--- src/rtl/core/assert_macros.svh ---
// assertion macros shared by the modrm/sib encoder rtl
// no dependencies; bodies are empty when SYNTHESIS is defined
`ifndef ASSERT_MACROS_SVH
`define ASSERT_MACROS_SVH
`ifndef SYNTHESIS
`define ASSERT_IMP(label, clk, rstn, ante, cons) \
    label: assert property (@(posedge clk) disable iff (!(rstn)) (ante) |-> (cons)) \
        else $error("assertion failed: implication");
`define ASSERT_NEXT(label, clk, rstn, ante, cons) \
    label: assert property (@(posedge clk) disable iff (!(rstn)) (ante) |=> (cons)) \
        else $error("assertion failed: next cycle");
`else
`define ASSERT_IMP(label, clk, rstn, ante, cons)
`define ASSERT_NEXT(label, clk, rstn, ante, cons)
`endif
`endif

--- src/rtl/core/mse_pkg.sv ---
// shared types and constants for the 64-bit mov modrm/sib encoder
// no dependencies
`timescale 1ns / 1ps
package mse_pkg;

    localparam int QUEUE_DEPTH = 2;
    localparam int MAX_BYTES   = 8;

    localparam logic       OP_LOAD  = 1'b0;
    localparam logic       OP_STORE = 1'b1;

    localparam logic [7:0] REX_W         = 8'h48;
    localparam logic [7:0] OPC_LOAD      = 8'h8b;
    localparam logic [7:0] OPC_STORE     = 8'h89;
    localparam logic [1:0] MOD_NO_DISP   = 2'b00;
    localparam logic [1:0] MOD_DISP8     = 2'b01;
    localparam logic [1:0] MOD_DISP32    = 2'b10;
    localparam logic [1:0] MOD_REG       = 2'b11;
    localparam logic [2:0] RM_SIB        = 3'b100;
    localparam logic [2:0] RM_BP         = 3'b101;
    localparam logic [2:0] SIB_NO_BASE   = 3'b101;
    localparam logic [7:0] SIB_BASE_ONLY = 8'h24;
    localparam logic [3:0] REG_RSP       = 4'd4;

    typedef struct packed {
        logic [MAX_BYTES-1:0][7:0] code;
        logic [2:0]                last_idx;
        logic                      invalid;
    } mse_desc_t;

endpackage

--- src/rtl/core/mse_front.sv ---
// front end: accepts mov requests and turns each into a byte descriptor
// depends on mse_pkg
`timescale 1ns / 1ps
module mse_front (
    input  logic               s_tvalid,
    output logic               s_tready,
    input  logic [47:0]        s_tdata,   // reg_operand, rm_register, scale_code, displacement
    input  logic [1:0]         s_tuser,   // operation, is_memory
    input  logic               full_i,
    output logic               push_o,
    output mse_pkg::mse_desc_t desc_o
);

    logic        op;
    logic [3:0]  reg_op;
    logic [3:0]  rm;
    logic        mem;
    logic [1:0]  scl;
    logic [31:0] disp;
    logic        small_disp;
    logic        zero_disp;
    logic [7:0]  rex;
    logic [1:0]  mod_f;
    logic [2:0]  rm_f;
    logic [7:0]  sib;
    logic        has_sib;
    logic [2:0]  ndisp;
    logic        bad;
    logic [39:0] tail;
    logic [3:0]  last_w;

    assign op     = s_tuser[0];
    assign mem    = s_tuser[1];
    assign reg_op = s_tdata[3:0];
    assign rm     = s_tdata[7:4];
    assign scl    = s_tdata[9:8];
    assign disp   = s_tdata[41:10];

    assign small_disp = (disp[31:7] == '0) || (disp[31:7] == '1);
    assign zero_disp  = (disp == '0);

    always_comb begin
        rex     = mse_pkg::REX_W | {5'b0, reg_op[3], 2'b00};
        mod_f   = mse_pkg::MOD_NO_DISP;
        rm_f    = rm[2:0];
        sib     = '0;
        has_sib = 1'b0;
        ndisp   = 3'd0;
        bad     = 1'b0;
        if (!mem) begin
            rex   = rex | {7'b0, rm[3]};
            mod_f = mse_pkg::MOD_REG;
        end else if (scl != 2'd0) begin
            if (rm == mse_pkg::REG_RSP) begin
                bad = 1'b1;
            end
            rex     = rex | {6'b0, rm[3], 1'b0};
            rm_f    = mse_pkg::RM_SIB;
            sib     = {scl, rm[2:0], mse_pkg::SIB_NO_BASE};
            has_sib = 1'b1;
            ndisp   = 3'd4;
        end else begin
            rex = rex | {7'b0, rm[3]};
            if (rm[2:0] == mse_pkg::RM_SIB) begin
                sib     = mse_pkg::SIB_BASE_ONLY;
                has_sib = 1'b1;
            end
            if (zero_disp && rm[2:0] != mse_pkg::RM_BP) begin
                mod_f = mse_pkg::MOD_NO_DISP;
                ndisp = 3'd0;
            end else if (small_disp) begin
                mod_f = mse_pkg::MOD_DISP8;
                ndisp = 3'd1;
            end else begin
                mod_f = mse_pkg::MOD_DISP32;
                ndisp = 3'd4;
            end
        end
    end

    assign tail   = has_sib ? {disp, sib} : {8'h00, disp};
    assign last_w = 4'd2 + {3'b0, has_sib} + {1'b0, ndisp};

    always_comb begin
        if (bad) begin
            desc_o.code     = '0;
            desc_o.last_idx = 3'd0;
            desc_o.invalid  = 1'b1;
        end else begin
            desc_o.code     = {tail, mod_f, reg_op[2:0], rm_f,
                               (op == mse_pkg::OP_STORE) ? mse_pkg::OPC_STORE
                                                         : mse_pkg::OPC_LOAD,
                               rex};
            desc_o.last_idx = last_w[2:0];
            desc_o.invalid  = 1'b0;
        end
    end

    assign s_tready = !full_i;
    assign push_o   = s_tvalid && !full_i;

endmodule

--- src/rtl/core/mse_queue.sv ---
// small descriptor queue between front and back ends
// depends on mse_pkg and assert_macros.svh
`timescale 1ns / 1ps
`include "assert_macros.svh"
module mse_queue #(
    parameter int DEPTH = mse_pkg::QUEUE_DEPTH
) (
    input  logic               aclk,
    input  logic               aresetn,
    input  logic               push_i,
    input  mse_pkg::mse_desc_t desc_i,
    input  logic               pop_i,
    output mse_pkg::mse_desc_t desc_o,
    output logic               full_o,
    output logic               empty_o
);

    localparam int PW = (DEPTH > 1) ? $clog2(DEPTH) : 1;
    localparam int CW = $clog2(DEPTH + 1);

    mse_pkg::mse_desc_t data_mem [DEPTH];
    logic [PW-1:0] wr_ptr_reg, wr_ptr_next;
    logic [PW-1:0] rd_ptr_reg, rd_ptr_next;
    logic [CW-1:0] count_reg, count_next;

    assign full_o  = (count_reg == CW'(DEPTH));
    assign empty_o = (count_reg == '0);
    assign desc_o  = data_mem[rd_ptr_reg];

    always_comb begin
        wr_ptr_next = wr_ptr_reg;
        rd_ptr_next = rd_ptr_reg;
        count_next  = count_reg;
        if (push_i) begin
            wr_ptr_next = (wr_ptr_reg == PW'(DEPTH - 1)) ? '0 : wr_ptr_reg + 1'b1;
        end
        if (pop_i) begin
            rd_ptr_next = (rd_ptr_reg == PW'(DEPTH - 1)) ? '0 : rd_ptr_reg + 1'b1;
        end
        if (push_i && !pop_i) begin
            count_next = count_reg + 1'b1;
        end else if (pop_i && !push_i) begin
            count_next = count_reg - 1'b1;
        end
    end

    always_ff @(posedge aclk) begin
        if (!aresetn) begin
            wr_ptr_reg <= '0;
            rd_ptr_reg <= '0;
            count_reg  <= '0;
        end else begin
            wr_ptr_reg <= wr_ptr_next;
            rd_ptr_reg <= rd_ptr_next;
            count_reg  <= count_next;
        end
    end

    always_ff @(posedge aclk) begin
        if (push_i) begin
            data_mem[wr_ptr_reg] <= desc_i;
        end
    end

    `ASSERT_IMP(a_no_pop_empty, aclk, aresetn, pop_i, count_reg != '0)
    `ASSERT_IMP(a_no_push_full, aclk, aresetn, push_i, count_reg != CW'(DEPTH))
    `ASSERT_IMP(a_count_bound, aclk, aresetn, 1'b1, count_reg <= CW'(DEPTH))

endmodule

--- src/rtl/core/mse_back.sv ---
// back end: walks a descriptor and sends one code byte per cycle while m_tready does not stall
// depends on mse_pkg and assert_macros.svh
`timescale 1ns / 1ps
`include "assert_macros.svh"
module mse_back (
    input  logic               aclk,
    input  logic               aresetn,
    input  mse_pkg::mse_desc_t desc_i,
    input  logic               empty_i,
    output logic               pop_o,
    output logic               m_tvalid,
    input  logic               m_tready,
    output logic [7:0]         m_tdata,   // code_byte
    output logic               m_tlast,
    output logic [0:0]         m_tuser    // invalid
);

    mse_pkg::mse_desc_t cur_reg, cur_next;
    logic [2:0] idx_reg, idx_next;
    logic       busy_reg, busy_next;
    logic       out_valid_reg, out_valid_next;
    logic [7:0] byte_reg;
    logic       last_reg;
    logic       inv_reg;
    logic       out_ready;
    logic       adv;
    logic       at_last;

    assign out_ready = !out_valid_reg || m_tready;
    assign adv       = busy_reg && out_ready;
    assign at_last   = (idx_reg == cur_reg.last_idx);
    assign pop_o     = !empty_i && (!busy_reg || (adv && at_last));

    always_comb begin
        cur_next       = cur_reg;
        idx_next       = idx_reg;
        busy_next      = busy_reg;
        out_valid_next = out_valid_reg && !m_tready;
        if (adv) begin
            out_valid_next = 1'b1;
            idx_next       = idx_reg + 1'b1;
            if (at_last) begin
                busy_next = 1'b0;
            end
        end
        if (pop_o) begin
            cur_next  = desc_i;
            idx_next  = '0;
            busy_next = 1'b1;
        end
    end

    always_ff @(posedge aclk) begin
        if (!aresetn) begin
            busy_reg      <= 1'b0;
            out_valid_reg <= 1'b0;
            idx_reg       <= '0;
        end else begin
            busy_reg      <= busy_next;
            out_valid_reg <= out_valid_next;
            idx_reg       <= idx_next;
        end
    end

    always_ff @(posedge aclk) begin
        cur_reg <= cur_next;
        if (adv) begin
            byte_reg <= cur_reg.code[idx_reg];
            last_reg <= at_last;
            inv_reg  <= cur_reg.invalid;
        end
    end

    assign m_tvalid = out_valid_reg;
    assign m_tdata  = byte_reg;
    assign m_tlast  = last_reg;
    assign m_tuser  = inv_reg;

    `ASSERT_IMP(a_invalid_is_last, aclk, aresetn, m_tvalid && m_tuser[0], m_tlast)
    `ASSERT_IMP(a_idx_in_range, aclk, aresetn, busy_reg, idx_reg <= cur_reg.last_idx)
    `ASSERT_NEXT(a_busy_mid_item, aclk, aresetn, adv && !at_last, busy_reg && out_valid_reg)

endmodule

--- src/rtl/core/x86_64_modrm_sib_encoder.sv ---
// 64-bit mov encoder: rex, opcode, modrm, optional sib and displacement bytes
// flow: an accepted item passes through the queue, the back end's descriptor register and its output register
// throughput: one byte per cycle while m_tready does not stall; an item is 3 to 8 bytes (1 if invalid),
// set by the single byte-wide output register of the back end
// reset: synchronous active-low aresetn empties the queue and the output stage
`timescale 1ns / 1ps
module x86_64_modrm_sib_encoder #(
    parameter int QUEUE_DEPTH = mse_pkg::QUEUE_DEPTH
) (
    input  logic        aclk,
    input  logic        aresetn,
    input  logic        s_tvalid,
    output logic        s_tready,
    input  logic [47:0] s_tdata,   // reg_operand, rm_register, scale_code, displacement
    input  logic [1:0]  s_tuser,   // operation, is_memory
    output logic        m_tvalid,
    input  logic        m_tready,
    output logic [7:0]  m_tdata,   // code_byte
    output logic        m_tlast,
    output logic [0:0]  m_tuser    // invalid
);

    mse_pkg::mse_desc_t front_desc;
    mse_pkg::mse_desc_t queue_desc;
    logic               push;
    logic               pop;
    logic               full;
    logic               empty;

    mse_front u_front (
        .s_tvalid (s_tvalid),
        .s_tready (s_tready),
        .s_tdata  (s_tdata),
        .s_tuser  (s_tuser),
        .full_i   (full),
        .push_o   (push),
        .desc_o   (front_desc)
    );

    mse_queue #(
        .DEPTH (QUEUE_DEPTH)
    ) u_queue (
        .aclk    (aclk),
        .aresetn (aresetn),
        .push_i  (push),
        .desc_i  (front_desc),
        .pop_i   (pop),
        .desc_o  (queue_desc),
        .full_o  (full),
        .empty_o (empty)
    );

    mse_back u_back (
        .aclk     (aclk),
        .aresetn  (aresetn),
        .desc_i   (queue_desc),
        .empty_i  (empty),
        .pop_o    (pop),
        .m_tvalid (m_tvalid),
        .m_tready (m_tready),
        .m_tdata  (m_tdata),
        .m_tlast  (m_tlast),
        .m_tuser  (m_tuser)
    );

endmodule

--- config.mk ---
export PLATFORM = sky130hd
export DESIGN_NAME = x86_64_modrm_sib_encoder
export DESIGN_NICKNAME = d
export VERILOG_FILES = /design/src/rtl/core/mse_pkg.sv /design/src/rtl/core/mse_front.sv /design/src/rtl/core/mse_queue.sv /design/src/rtl/core/mse_back.sv /design/src/rtl/core/x86_64_modrm_sib_encoder.sv
export VERILOG_INCLUDE_DIRS = /design/src /design/src/rtl/core
export SDC_FILE = /design/constraint.sdc
export NUM_CORES = 1
export LEC_CHECK = 0
export ABC_AREA = 1
export BUFFER_PORTS_ARGS = -buffer_cell sky130_fd_sc_hd__buf_2
export CAP_MARGIN = 40
export CORE_ASPECT_RATIO = 0.6
export CORE_MARGIN = 4
export CORE_UTILIZATION = 45
export DETAILED_ROUTE_END_ITERATION = 10
export GPL_ROUTABILITY_DRIVEN = 0
export PLACE_DENSITY_LB_ADDON = 0.08
export SYNTH_ARGS = -nofsm -noshare
export SYNTH_HDL_FRONTEND = slang
export SYNTH_HIERARCHICAL = 1
export SYNTH_SLANG_ARGS = --single-unit
--- constraint.sdc ---
create_clock -name aclk -period 5.3 [get_ports aclk]
set_input_delay 0.265 -clock aclk [delete_from_list [all_inputs] [get_ports aclk]]
set_output_delay 0.265 -clock aclk [all_outputs]
set_load 0.1 [all_outputs]
## After elaboration in Yosys (flattened, before gate mapping)

Memory sizes are Yosys's and may differ from the RTL's. A register that Yosys moved wholly into a read port is not among the register bits.
Index checks and enable logic that the tools add are counted.

| storage, ports and cells | value |
|---|---|
| register bits | 19 |
| RAM bits | 136 |
| memories | 1 |

Memories:

| name | depth | bits a word | read ports | clocked after Yosys merged registers in | wr ports | RTL line | RTL |
|---|---|---|---|---|---|---|---|
| u_queue.data_mem | 2 | 68 | 1 | 1 | 1 | mse_queue.sv:21 | `mse_pkg::mse_desc_t data_mem [DEPTH];` |

| operators by class | value |
|---|---|
| add/subtract/negate cells | 7 |
| magnitude comparators | 1 |
| equality and inequality tests | 6 |
| mux-type cells | 36 |
| bitwise operators | 3 |
| reductions and logical operators | 27 |

Operators with widths:

| operator | number |
|---|---|
| two-way mux 68 bit | 1 |
| two-way mux 40 bit | 1 |
| two-way mux 8 bit | 5 |
| logical NOT 32 bit | 1 |
| == test 25 bit (second input constant) | 1 |
| logical NOT 25 bit | 1 |
| binary-select mux 8 bit (select 3 bit) | 1 |
| two-way mux 3 bit | 6 |
| two-way mux 1 bit | 14 |
| two-way mux 2 bit | 7 |
| logical AND 1 bit | 8 |
| nonzero test 2 bit | 4 |
| logical NOT 1 bit | 7 |
| bitwise OR 7 x 1 -> 7 bit | 1 |
| bitwise OR 7 x 2 -> 7 bit | 1 |
| two-way mux 6 bit | 1 |
| == test 4 x 3 -> 1 bit (second input constant) | 1 |
| less-than comparator 3 x 4 -> 1 bit (second input constant) | 1 |
| adder 2 x 1 -> 3 bit (first input constant) | 1 |
| adder 3 x 1 -> 3 bit (second input constant) | 1 |
| adder 3 bit | 1 |
| == test 3 bit | 1 |
| == test 3 bit (second input constant) | 1 |
| logical OR 1 bit | 3 |
| other kinds (9) | 10 |

## Depth between registers and ports, before layout

| depth | value |
|---|---|
| word-level depth | 9 |
| mapped depth | 16 |
| depth with buffers taken out | 15 |

## Hierarchy

Netlist, hierarchy kept.

Modules (own cells, without submodules):

| module | times used | cells each | area an instance (µm²) | seq. area each (µm²) |
|---|---|---|---|---|
| mse_queue | 1 | 247 | 5225.0 | 4184.0 |
| mse_back | 1 | 219 | 3231.8 | 2442.3 |
| mse_front | 1 | 221 | 1087.3 | 0.0 |

## Worst setup path before layout

Ideal clock, no wire load.

| timing path | value |
|---|---|
| kind | register to register |
| from | reg u_queue.count_reg[1] |
| to | mem u_queue/data_mem[0][0] in the netlist's numbering (enable) |
| arrival time | 3.510 ns |
| data required time | 4.805 ns |
| setup slack | 1.295 ns |
| stages on the path, launching flop included | 6 |
| path buffers | 0 |
| period minus slack after synthesis | 4.005 ns |
| path through | dfxtp_1 -> inv_1 -> nor2_1 -> nor2_1 -> inv_1 -> nor2_1 |

| between the ends | value |
|---|---|
| longest elaborated chain between the ends | 5 |

RTL lines:

| item | RTL line | RTL |
|---|---|---|
| start: declaration | mse_queue.sv:24 | `logic [CW-1:0] count_reg, count_next;` |
| start signal: assignment | mse_queue.sv:55 | `count_reg <= count_next;` |
| == test 2 bit | mse_queue.sv:26 | `assign full_o = (count_reg == CW'(DEPTH));` |
| net full | x86_64_modrm_sib_encoder.sv:27 | `logic full;` |
| logical NOT 1 bit | mse_front.sv:100 | `assign push_o = s_tvalid && !full_i;` |
| logical AND 1 bit | mse_front.sv:100 |  |
| net push | x86_64_modrm_sib_encoder.sv:25 | `logic push;` |
| two-way mux 1 bit | mse_queue.sv:60 | `if (push_i) begin` |
| two-way mux 1 bit (not written as such) | mse_queue.sv:61 | `data_mem[wr_ptr_reg] <= desc_i;` |
| end: declaration | mse_queue.sv:21 |  |

The timed path passes the listed nets, and every way through them passes these cells.

## Worst setup path after layout

| timing path | value |
|---|---|
| from | reg u_back.idx_reg[0] |
| to | reg u_back/cur_reg[45] (netlist name) |

| between the ends | value |
|---|---|
| longest elaborated chain between the ends | 4 |

RTL lines:

| item | RTL line | RTL |
|---|---|---|
| start: declaration | mse_back.sv:19 | `logic [2:0] idx_reg, idx_next;` |
| start signal: assignment | mse_back.sv:61 | `idx_reg <= idx_next;` |
| == test 3 bit | mse_back.sv:31 | `assign at_last = (idx_reg == cur_reg.last_idx);` |
| logical AND 1 bit | mse_back.sv:32 | `assign pop_o = !empty_i && (!busy_reg \|\| (adv && at_last));` |
| logical OR 1 bit | mse_back.sv:32 |  |
| logical AND 1 bit | mse_back.sv:32 |  |
| net pop | x86_64_modrm_sib_encoder.sv:26 | `logic pop;` |

The timed path passes the listed nets, and every way through them passes these cells.
A chain may end at the register's enable or synchronous reset.

==> results.txt <==
The placeable core region is 20420 um2. The number of buffers inserted by port buffering is between 50 and 60. The setup clock skew after layout is 8.075 ps. IR analysis of the VDD net gives a maximum drop of 0.0003971 V. The arrival time at the worst endpoint is 2850 ps. The via count of the routed design came out at 5322. In the final layout, the share of cells above drive strength 1 is 0.2526.

The run finished with clean final reports. The overall power of the completed layout came out at 5.880 mW. The number of buffers inserted by post-CTS setup repair came out at 0. The number of cell rows is 40.

The first global-routing pass estimated 31240 um of wire. CTS built an H-tree with a depth of 1. The worst pin sits at a relative slew slack of 0.4481. The sequential power share came out at 0.470. The largest total area in the synthesized netlist belongs to sky130_fd_sc_hd__edfxtp_1.

The area growth from synthesis to layout came out at 12.59%. The number of search-and-repair iterations in the first detailed-routing pass is 4. For this run the aggregate overflow at the end of global routing stands at 0. The switching part of the total came out at 0.3096. The estimated wirelength of the detail-placed design is approximately 13000 um. The static leakage is roughly 3.9 nW.

The initial utilization of the core area, before any placement, comes to 0.4674. The number of flip-flops in the largest register is 136. STA classifies the critical path startpoint as a flop. The kind of cell with the highest combined delay along the critical path is buffers and inverters.

The net count of the finished layout is 802. Setup repair after global routing left no endpoint under its margin. The global-route usage over all layers came out at 0.1728. The sequential share of the synthesized area is 0.6943. The die outline height came out at around 120 um. The minimum clock period after layout came out at 2717 ps. The maximum number of pins on one net before global-route repair came out at between 40 and 50.

The kind of capture point of the worst setup path is a flop. Buffers inserted to repair hold after CTS numbered 0. In the post-synthesis netlist, the biggest area contributors are sky130_fd_sc_hd__edfxtp_1, sky130_fd_sc_hd__mux2_2, sky130_fd_sc_hd__nor2_1. The routed wire length per instance came out at 19.63 um. The antenna diode count came out at 0. The share of synthesized area in the top cell type comes to 0.6733. The clock latency at the later pin of the worst-skew pair is 500 ps. The number of gates resized after CTS was 0. Final hold analysis gives a worst-case slack of 49.40 ps. The post-synthesis sequential element count came out at 224. The clock transition at the registers of the reported paths came out at ~60 ps.

66 I/O pins were placed. The proportion of power drawn by combinational gates is 0.252. The power share of the clock group came out at 0.277.

The via count of the first global-routing pass is 5230. The reported net switching power is 1.820 mW. The hold violation total from the final report came to 0. The cell count after synthesis is 687.

The critical path is of the flop to flop type. The count of pins over their slew limit came to 0. After routing the design area is approximately 11000 um2. The tree is rooted in a sky130_fd_sc_hd__clkbuf_16.

The number of routed nets with antenna violations came out at 0. The maximum cell stage delay along the critical path is 670 ps. The post-route fraction of the period consumed by the critical path is 0.5126. The CTS buffer count came out at 22. The iteration-0 DRC count of the detailed router is 374. The cell area power density came out at between 500 and 600 nW/um2. Timing would allow up to 0.3681 GHz.

The initial antenna violation count is 0. TritonCTS built the clock tree. Walking the worst path, the cells encountered are nand2_1 -> nand2_2 -> nand4_2 -> nand2_2 -> nand2_2 -> inv_2 -> buf_4. The largest individual stage delay along the critical path comes from the cell sky130_fd_sc_hd__dfxtp_1. The total number of clock tree sinks is 224. Dividing the synthesized area by the synthesized cell count gives 13.89 um2. Wires add up to 20280 um.

The overall die area is 23680 um2. The worst-path maximum fanout came out at 36. The number of distinct standard cells referenced by the synthesized netlist is 39. The buffers plus inverters on the worst setup path came out at 2.

In this run the cell area measured after placement is 9987 um2. The mean number of vias per cell came out at 5.152. The synthesis warning total came out at 6. The required time of the critical path came out at 5440 ps. The mapped netlist covers 9544 um2. The cell that appears most often on the critical path is sky130_fd_sc_hd__nand2_2. The min-delay analysis places its worst path in the category primary input to flop.

The width of the die is 196.0 um. The longest clock path from root to sink contains 3 buffers. The final-layout setup total negative slack came out at 0 ps. For the pin with the worst max-slew slack, the measured transition is about 830 ps. The max-cap violation count is 0. The post-route DRC violation count came out at 0. The cell-internal power is 4.059 mW. The count of final setup violators came out at 0.
## Yosys cell counts (all sizes together)
cell	n
nand3	10
inv	52
a21oi	21
nand2	79
xor2	2
and3	1
nor2	98
ha	3
mux2	68
a211oi	6
a221oi	1
mux2i	16
xnor2	1
o22ai	16
edfxtp	214
nand4	6
buf	40
dfxtp	10
nor3	11
o21ai	31
conb	1
## stage by stage
stage | instances | utilization | setup WS [ps]
after global placement | 992 | 0.4874 | 2214
after global routing | 1033 | 0.5262 | 2371
final | 1033 | 0.5262 | 2583
after CTS | 1033 | 0.5262 | 2547
after detailed placement | 994 | 0.4891 | 2566
after floorplan | 693 | - | 1295
## layer usage
layer / global-route usage / wire [um] / vias up
met1: 0.2860 / 10860 / 2595
met5: 0 / 0 / -
met2: 0.2381 / 8069 / 147
met3: 0.02813 / 1032 / 26
li1: - / - / 2554
met4: 0.03357 / 310 / 0
## cells in the final DEF, fill, tap and decap left out, drive strengths merged, types with 2 or more instances in the layout
cell	instances
edfxtp	214
nor2	98
nand2	79
buf	68
mux2	68
inv	53
o21ai	31
clkbuf	28
a21oi	21
mux2i	16
o22ai	16
nor3	11
nand3	10
dfxtp	10
conb	7
a211oi	6
nand4	6
bufinv	4
clkinv	4
ha	3
clkinvlp	2
xor2	2
## worst reg2reg max path, delay by kind of cell (launching register included)
family / cells / cell delay [ps]
buffers and inverters: 2 / 1170
flip-flops: 1 / 670
AND/OR/NAND/NOR: 5 / 500
## worst paths after layout
kind                      from                  to  slack [ps]  depth (start not counted)
max          u_back/idx_reg[0]  u_back/cur_reg[45]        2580                          7
min                    aresetn  u_queue/wr_ptr_reg          50                          3
max reg2reg  u_back/idx_reg[0]  u_back/cur_reg[45]        2580                          7
min reg2reg  u_back/cur_reg[0]      u_back/m_tuser         430                          0
## cell families (layout without fill, tap and decap cells)
family                   Yosys count  count (layout)  share of synthesized area
AO/OA/AOI/OAI                     75              75                    0.04457
XOR/XNOR                           3               3                   0.002754
adder cells (fa/ha/maj)            3               3                   0.003933
buffers and inverters             92             159                    0.05427
flip-flops                       224             224                     0.6943
multiplexers                      84              84                     0.1049
other                              1               7                  0.0003929
AND/OR/NAND/NOR                  205             205                    0.09491
## power groups by stage
stage / registers [mW] / clock network, mW / logic (mW)
2_1_floorplan: 2.92 / 0 / 0.991
3_3_place_gp: 2.81 / 0 / 1.45
3_5_place_dp: 2.81 / 0 / 1.49
4_1_cts: 2.77 / 1.67 / 1.50
5_1_grt: 2.81 / 1.75 / 1.61
6_report: 2.77 / 1.63 / 1.48
## final cells by class
class | instances | area, um2
flip-flops and latches | 224 | 6630
clock buffers | 28 | 594.3
well taps | 273 | 341.6
fillers | 1757 | 9674
inverters | 52 | 202.7
clock inverters | 11 | 163.9
multi-input cells | 377 | 2430
repair buffers | 68 | 382.9
Note: power is estimated with default switching activity, not from simulation.
